[src/rtl/svalloc_pkg.sv]
// ----------------------------------------------------------------------------
// svalloc_pkg: shared types and codes for the voice allocator
// Request and action codes, per-cell control bundle and chain link types.
// ----------------------------------------------------------------------------
package svalloc_pkg;

  localparam int unsigned NoteW  = 7;
  localparam int unsigned FvW    = 3;
  localparam int unsigned FvSpan = 8;

  typedef enum logic [1:0] {
    REQ_NOTE_ON  = 2'd0,
    REQ_NOTE_OFF = 2'd1,
    REQ_FINISHED = 2'd2
  } req_e;

  typedef enum logic [1:0] {
    ACT_START   = 2'd0,
    ACT_RELEASE = 2'd1,
    ACT_NONE    = 2'd2,
    ACT_FREE    = 2'd3
  } act_e;

  typedef enum logic [1:0] {
    ST_IDLE = 2'b01,
    ST_EVAL = 2'b10
  } state_e;

  // broadcast to every cell
  typedef struct packed {
    logic             en;
    logic             on;
    logic             off;
    logic             fin;
    logic             poly;
    logic             any_free;
    logic             any_unheld;
    logic [NoteW-1:0] note;
    logic [FvW-1:0]   fv;
  } cell_ctrl_t;

  // prefix flags from lower cells
  typedef struct packed {
    logic free;
    logic unheld;
    logic match;
  } scan_t;

  // result gathered along the row
  typedef struct packed {
    logic             hit;
    logic             stolen;
    logic [FvW-1:0]   idx;
    logic [NoteW-1:0] note;
  } acc_t;

endpackage

[src/rtl/svalloc_cell.sv]
// ----------------------------------------------------------------------------
// svalloc_cell: one voice slot
// Holds active/held flags and the note of one voice, takes part in the
// lowest-index priority scan and merges its grant into the result chain.
// ----------------------------------------------------------------------------
module svalloc_cell
  import svalloc_pkg::*;
#(
  parameter int unsigned IDX = 0
) (
  input  logic       clk_i,
  input  logic       rst_ni,
  input  cell_ctrl_t ctrl_i,
  input  scan_t      scan_i,
  output scan_t      scan_o,
  input  acc_t       acc_i,
  output acc_t       acc_o
);

  localparam logic [FvW-1:0] IdxBits = FvW'(IDX % FvSpan);
  localparam bit             FvOk    = (IDX < FvSpan);
  localparam bit             IsFirst = (IDX == 0);

  logic             active_q, active_d;
  logic             held_q, held_d;
  logic [NoteW-1:0] note_q;

  logic is_free, is_unheld, is_match;
  logic start_sel, fin_sel, grant;

  always_comb begin
    is_free   = !active_q;
    is_unheld = !held_q;
    is_match  = active_q && held_q && (note_q == ctrl_i.note);

    scan_o.free   = scan_i.free | is_free;
    scan_o.unheld = scan_i.unheld | is_unheld;
    scan_o.match  = scan_i.match | is_match;

    if (!ctrl_i.poly) begin
      start_sel = IsFirst;
    end else if (ctrl_i.any_free) begin
      start_sel = is_free && !scan_i.free;
    end else if (ctrl_i.any_unheld) begin
      start_sel = is_unheld && !scan_i.unheld;
    end else begin
      start_sel = IsFirst;
    end

    fin_sel = FvOk && (ctrl_i.fv == IdxBits) && active_q;

    grant = ctrl_i.en && ((ctrl_i.on && start_sel) ||
                          (ctrl_i.off && is_match && !scan_i.match) ||
                          (ctrl_i.fin && fin_sel));

    acc_o.hit    = acc_i.hit | grant;
    acc_o.stolen = acc_i.stolen | (grant & active_q);
    acc_o.idx    = acc_i.idx | (grant ? IdxBits : '0);
    acc_o.note   = acc_i.note | (grant ? note_q : '0);

    active_d = active_q;
    held_d   = held_q;
    if (grant) begin
      if (ctrl_i.on) begin
        active_d = 1'b1;
        held_d   = 1'b1;
      end else if (ctrl_i.off) begin
        held_d = 1'b0;
      end else begin
        active_d = 1'b0;
        held_d   = 1'b0;
      end
    end
  end

  always_ff @(posedge clk_i or negedge rst_ni) begin
    if (!rst_ni) begin
      active_q <= 1'b0;
      held_q   <= 1'b0;
    end else begin
      active_q <= active_d;
      held_q   <= held_d;
    end
  end

  always_ff @(posedge clk_i) begin
    if (grant && ctrl_i.on) begin
      note_q <= ctrl_i.note;
    end
  end

endmodule

[src/rtl/synth_voice_allocator.sv]
// ----------------------------------------------------------------------------
// synth_voice_allocator: polyphonic voice allocation with stealing
// Row of voice cells; note-on/off and voice-finished events in, one result
// per event out.
//
//   channel  dir  handshake                 payload
//   in       in   in_valid_i / in_stall_o   req_type_i, note_i, finished_voice_i
//   out      out  out_valid_o / out_stall_i action_o, voice_index_o, out_note_o,
//                                           stolen_o
//   cfg      in   cfg_valid_i / cfg_ready_o cfg_poly_mode_i
//
// Each event is first captured (with the row's any-free and any-released
// flags), then evaluated: the priority scan ripples through the row of
// NUM_VOICES cells and all cells update.
// Reset clears all voice flags and sets poly mode; no clearing pass.
// Input stalls during evaluation and while an unread result is stalled.
// cfg_ready_o is always high.
// ----------------------------------------------------------------------------
module synth_voice_allocator
  import svalloc_pkg::*;
#(
  parameter int unsigned NUM_VOICES = 8
) (
  input  logic             clk_i,
  input  logic             rst_ni,
  input  logic             in_valid_i,
  output logic             in_stall_o,
  input  logic [1:0]       req_type_i,
  input  logic [NoteW-1:0] note_i,
  input  logic [FvW-1:0]   finished_voice_i,
  output logic             out_valid_o,
  input  logic             out_stall_i,
  output logic [1:0]       action_o,
  output logic [FvW-1:0]   voice_index_o,
  output logic [NoteW-1:0] out_note_o,
  output logic             stolen_o,
  input  logic             cfg_valid_i,
  output logic             cfg_ready_o,
  input  logic             cfg_poly_mode_i
);

  state_e           state_q, state_d;
  logic             poly_q;
  logic [1:0]       req_type_q;
  logic [NoteW-1:0] note_q;
  logic [FvW-1:0]   fv_q;
  logic             any_free_q;
  logic             any_unheld_q;

  logic             out_valid_q, out_valid_d;
  act_e             action_q, action_d;
  logic [FvW-1:0]   vidx_q, vidx_d;
  logic [NoteW-1:0] onote_q, onote_d;
  logic             stolen_q, stolen_d;

  logic       in_xfer;
  cell_ctrl_t ctrl;
  scan_t      scan [NUM_VOICES+1];
  acc_t       acc [NUM_VOICES+1];

  assign cfg_ready_o = 1'b1;
  assign in_stall_o  = (state_q != ST_IDLE) || (out_valid_q && out_stall_i);
  assign in_xfer     = in_valid_i && !in_stall_o;

  assign scan[0] = '0;
  assign acc[0]  = '0;

  always_comb begin
    ctrl.en         = (state_q == ST_EVAL);
    ctrl.on         = (req_type_q == REQ_NOTE_ON);
    ctrl.off        = (req_type_q == REQ_NOTE_OFF);
    ctrl.fin        = (req_type_q == REQ_FINISHED);
    ctrl.poly       = poly_q;
    ctrl.any_free   = any_free_q;
    ctrl.any_unheld = any_unheld_q;
    ctrl.note       = note_q;
    ctrl.fv         = fv_q;
  end

  for (genvar g = 0; g < NUM_VOICES; g++) begin : g_cell
    svalloc_cell #(
      .IDX(g)
    ) u_cell (
      .clk_i (clk_i),
      .rst_ni(rst_ni),
      .ctrl_i(ctrl),
      .scan_i(scan[g]),
      .scan_o(scan[g+1]),
      .acc_i (acc[g]),
      .acc_o (acc[g+1])
    );
  end

  always_comb begin
    state_d     = state_q;
    out_valid_d = out_valid_q;
    action_d    = action_q;
    vidx_d      = vidx_q;
    onote_d     = onote_q;
    stolen_d    = stolen_q;

    if (out_valid_q && !out_stall_i) begin
      out_valid_d = 1'b0;
    end

    case (state_q)
      ST_IDLE: begin
        if (in_xfer) begin
          state_d = ST_EVAL;
        end
      end
      ST_EVAL: begin
        state_d     = ST_IDLE;
        out_valid_d = 1'b1;
        action_d    = ACT_NONE;
        vidx_d      = '0;
        onote_d     = '0;
        stolen_d    = 1'b0;
        if (acc[NUM_VOICES].hit) begin
          vidx_d = acc[NUM_VOICES].idx;
          if (ctrl.on) begin
            action_d = ACT_START;
            onote_d  = note_q;
            stolen_d = acc[NUM_VOICES].stolen;
          end else if (ctrl.off) begin
            action_d = ACT_RELEASE;
            onote_d  = note_q;
          end else begin
            action_d = ACT_FREE;
            onote_d  = acc[NUM_VOICES].note;
          end
        end
      end
      default: begin
        state_d = ST_IDLE;
      end
    endcase
  end

  always_ff @(posedge clk_i or negedge rst_ni) begin
    if (!rst_ni) begin
      state_q     <= ST_IDLE;
      poly_q      <= 1'b1;
      out_valid_q <= 1'b0;
    end else begin
      state_q     <= state_d;
      out_valid_q <= out_valid_d;
      if (cfg_valid_i && cfg_ready_o) begin
        poly_q <= cfg_poly_mode_i;
      end
    end
  end

  always_ff @(posedge clk_i) begin
    if (in_xfer) begin
      req_type_q   <= req_type_i;
      note_q       <= note_i;
      fv_q         <= finished_voice_i;
      any_free_q   <= scan[NUM_VOICES].free;
      any_unheld_q <= scan[NUM_VOICES].unheld;
    end
    action_q <= action_d;
    vidx_q   <= vidx_d;
    onote_q  <= onote_d;
    stolen_q <= stolen_d;
  end

  assign out_valid_o   = out_valid_q;
  assign action_o      = action_q;
  assign voice_index_o = vidx_q;
  assign out_note_o    = onote_q;
  assign stolen_o      = stolen_q;

`ifndef SYNTHESIS
  a_accept_to_eval: assert property (@(posedge clk_i) disable iff (!rst_ni)
    in_xfer |=> (state_q == ST_EVAL))
    else $error("accepted event did not enter evaluation");

  a_eval_out_free: assert property (@(posedge clk_i) disable iff (!rst_ni)
    (state_q == ST_EVAL) |-> !out_valid_q)
    else $error("evaluation while result register occupied");

  a_result_from_eval: assert property (@(posedge clk_i) disable iff (!rst_ni)
    $rose(out_valid_q) |-> ($past(state_q) == ST_EVAL))
    else $error("result appeared without evaluation");

  a_start_always_hits: assert property (@(posedge clk_i) disable iff (!rst_ni)
    (state_q == ST_EVAL && ctrl.on) |-> acc[NUM_VOICES].hit)
    else $error("note-on found no voice");
`endif

endmodule
[config.mk]
export PLATFORM = sky130hd
export DESIGN_NAME = synth_voice_allocator
export DESIGN_NICKNAME = d
export VERILOG_FILES = /design/src/rtl/svalloc_pkg.sv /design/src/rtl/svalloc_cell.sv /design/src/rtl/synth_voice_allocator.sv
export SDC_FILE = /design/constraint.sdc
export NUM_CORES = 1
export LEC_CHECK = 0
export BUFFER_PORTS_ARGS = -buffer_cell sky130_fd_sc_hd__buf_2
export CAP_MARGIN = 30
export CORE_MARGIN = 3
export CORE_UTILIZATION = 50
export CTS_CLUSTER_SIZE = 16
export DETAILED_ROUTE_END_ITERATION = 10
export GPL_TIMING_DRIVEN = 1
export PLACE_DENSITY = 0.74
export SETUP_SLACK_MARGIN = 0.2
export SLEW_MARGIN = 20
export SYNTH_ARGS = -nofsm -noshare
export SYNTH_HDL_FRONTEND = slang
export SYNTH_SLANG_ARGS = --single-unit
[constraint.sdc]
create_clock -name clk_i -period 3.2 [get_ports clk_i]
set_clock_uncertainty 0.15 [all_clocks]
set_input_delay 0.32 -clock clk_i [delete_from_list [all_inputs] [get_ports clk_i]]
set_output_delay 0.32 -clock clk_i [all_outputs]
set_load 0.02 [all_outputs]
==> run summary <==
Worst-margin pin slew -> 616 ps
Final hold slack -> 18.7 ps
Post-synth top flop -> edfxtp_1
Die width -> 109 um
RSZ-0062 raised after global routing -> yes
P&R area growth vs syn -> 21.3%
Latest clock arrival within the worst-skew pair -> 380 ps
Max Cap Viol -> 0
#FFs+latches synth -> 103
Fin. Hold Viols -> 0
Mux contribution to synthesized area -> 1.06%
FILL cells -> 808
Yosys cell types -> 72
Cell Area, Synth -> 0.00532 mm^2
Peak supply drop -> 0.000333 V
IO Port Bufs -> 32
Post-Synth Adder-Cell Area -> 0%
Largest family of logic cells by synthesized area -> simple AND/OR/NAND/NOR gates
First-pass GRT wire length -> 22100 um
Synth warnings -> 0
Switching power -> 0.728 mW
Final Max Tran Viols -> 0
Starting DRT DRC Count -> 397
Outcome -> finished, final reports clean
GR Util All Layers -> 25.2%
Crit path capture type -> flop
CTS Buf Count -> 9
Final setup violation count -> 0
Routed WL -> 14500 um
Combinational share of power -> 13.8%
Setup CP Type -> reg -> reg
CTS tree -> built
Final GP Congestion -> 1.03
Most frequent cells in the layout -> edfxtp_1, buf_4, xor2_1
Antenna violations before repair -> 0
Core footprint -> 0.0103 mm^2
Number of global-route vias before repair -> 4009
1st-pass router iterations -> 7
Clock power frac -> 28.6%
Clock tree buffer depth -> 2
Simple-gate share of the synthesized area -> 17.4%
Switch share -> 27.1%
Complex-gate fraction of the synthesized area -> 11.6%
Setup TNS Final -> 0 ps
# rows -> 37
Syn Inst Count -> 441
Synth async-reset ratio -> 19.4%
Syn avg cell area -> 12.1 um^2
CP Max Fanout -> 6
Leading cell type in the layout, fill and taps excluded -> edfxtp_1
Max Fclk -> 338 MHz
Vias post-DR -> 4060
Final Cycle Share -> 92.4%
Root Driver -> clkbuf_8
Die height -> 109 um
Flop pwr share -> 57.6%
Worst path arrival time -> 2960 ps
Required @ worst endpoint -> 3200 ps
DP Worst Slack -> 148 ps
Pwr Density -> 417 mW/mm^2
Starting Density -> 51.5%
Vias per inst -> 5.94
Largest net degree at the start of global routing -> 21
I/O Pins -> 34
Final Cell Area -> 0.00645 mm^2
Global route total overflow -> 0
# nets final -> 560
Htree depth -> 3
# DRC -> 0
Lkg Pwr -> 2.51 nW
Final Critical Period -> 2960 ps
N_diodes -> 0
Placed Area -> 0.00582 mm^2
Synth Area in XOR/XNOR -> 9.36%
Worst hold-check path type -> in -> reg
Worst Setup Slack, final -> 242 ps
Post-synth EDFFs -> 83
DRT antenna net count -> 0
CTS sink cnt -> 103
Crit start category -> flop
Die ar. -> 0.0119 mm^2
P_int -> 1.96 mW
CTS clock-pin slew for the worst setup and hold paths -> 110 ps
Layout cell share with drive strength beyond 1 -> 30.3%
HPWL Detailed -> 10800 um
Slew headroom -> 58.8%
WL/cell -> 21.2 um
Sequential area share after synthesis -> 56.3%
Syn Nets -> 459
-- state kept, by name, indices dropped and copies added (netlist names) --
name                    flops
voice_index_o               3
stolen_o                    1
any_unheld_q                1
g_cell.u_cell.note_q       56
state_q                     2
g_cell.u_cell.active_q      8
action_o                    2
out_note_o                  7
poly_q                      1
fv_q                        3
req_type_q                  2
g_cell.u_cell.held_q        8
any_free_q                  1
note_q                      7
out_valid_o                 1
-- repair_timing --
action                                  CTS  global route
resized for setup                         5            29
pin swaps                                 1            10
hold endpoints to repair                 30             0
setup buffers                             7            16
gates cloned                              0             1
hold buffers                             13             0
endpoints found under the setup margin   14            41
-- final cells by class --
cell class / instances / area (um^2) / share of cell area, %
Tap cell: 136 / 170 / 2.64
Clock buffer: 9 / 124 / 1.92
Inverter: 23 / 86.3 / 1.34
Timing Repair Buffer: 107 / 802 / 12.4
Multi-Input combinational cell: 298 / 2210 / 34.3
Clock inverter: 7 / 57.6 / 0.892
Sequential cell: 103 / 3000 / 46.4
-- final timing paths --
kind,from,to,slack (ps),cells past startpoint
worst max-delay path,note_q[3],action_o[1],240,10
worst min-delay path,cfg_poly_mode_i,poly_q,20,2
worst max register to register,note_q[3],action_o[1],240,10
worst min register to register,out_valid_o,out_valid_o,370,2
max in group asynchronous,rst_ni,state_q[0],2300,2
min in group asynchronous,rst_ni,g_cell[6].u_cell.active_q,250,2
-- power groups by stage --
| stage | clock [mW] | sequential, mW | combinational [mW] |
|---|---|---|---|
| 6_report | 0.769 | 1.55 | 0.370 |
| 5_1_grt | 0.833 | 1.56 | 0.399 |
| 4_1_cts | 0.780 | 1.55 | 0.329 |
| 3_5_place_dp | 0 | 1.59 | 0.293 |
| 3_3_place_gp | 0 | 1.59 | 0.290 |
| 2_1_floorplan | 0 | 1.57 | 0.197 |
-- worst max-delay path: stages (launching register included) --
cell and delay (ps):
edfxtp_1 530, buf_6 180, xor2_1 170, nor4_4 300, nand3_2 140, or4b_4 530
nor4b_4 160, buf_4 150, nand4_1 220, buf_4 160, nand2_1 40
-- per-layer routing --
metal	global-route usage [%]	routed length (um)	vias to the layer above
li1	-	-	1866
met1	32.4	5990	1938
met2	40.3	6820	205
met3	5.86	999	51
met4	12.2	700	0
met5	0	0	-
-- synth_stat cells, types with 3 or more instances --
library cell,n,area (um^2)
edfxtp_1,83,2490
a22o_1,3,26.3
a31oi_1,3,18.8
o2111ai_1,5,43.8
a2111oi_0,3,26.3
inv_1,23,86.3
nor3b_1,4,30.0
dfrtp_1,18,450
o21ai_0,15,75.1
o221a_2,3,33.8
nor3_1,9,45.0
nor2_1,23,86.3
nand3b_1,4,30.0
and3_1,8,50.1
a21oi_1,7,35.0
nand2_1,33,124
nand3_1,14,70.1
nand4_1,12,75.1
xor2_1,36,315
or2_2,3,18.8
clkbuf_1,6,22.5
buf_6,7,78.8
nor4b_1,3,26.3
a221oi_1,3,26.3
a211oi_1,6,45.0
nand2b_1,3,18.8
a21o_1,7,52.6
and2_1,4,25.0
nor4_4,3,63.8
xnor2_1,19,166
a221o_1,3,30.0
and2_2,5,37.5
a22oi_1,3,22.5
nor4_1,8,50.1
mux2_2,5,56.3
-- stage by stage --
stage          util (%)  power [mW]  instances
2_1_floorplan         -        1.77        441
3_3_place_gp       56.4        1.88        630
3_5_place_dp       56.4        1.88        630
4_1_cts            60.1        2.66        666
5_1_grt            62.5        2.79        683
6_report           62.5        2.69        683
-- logic make-up (layout without fill, tap and decap cells) --
group / after synthesis / in the layout
other cells: 1 / 1
simple gates: 155 / 155
buf+inv: 40 / 146
compound gates: 81 / 81
xor+xnor: 56 / 56
flops: 103 / 103
mux: 5 / 5
No activity file was read; power rests on OpenSTA's default activity.
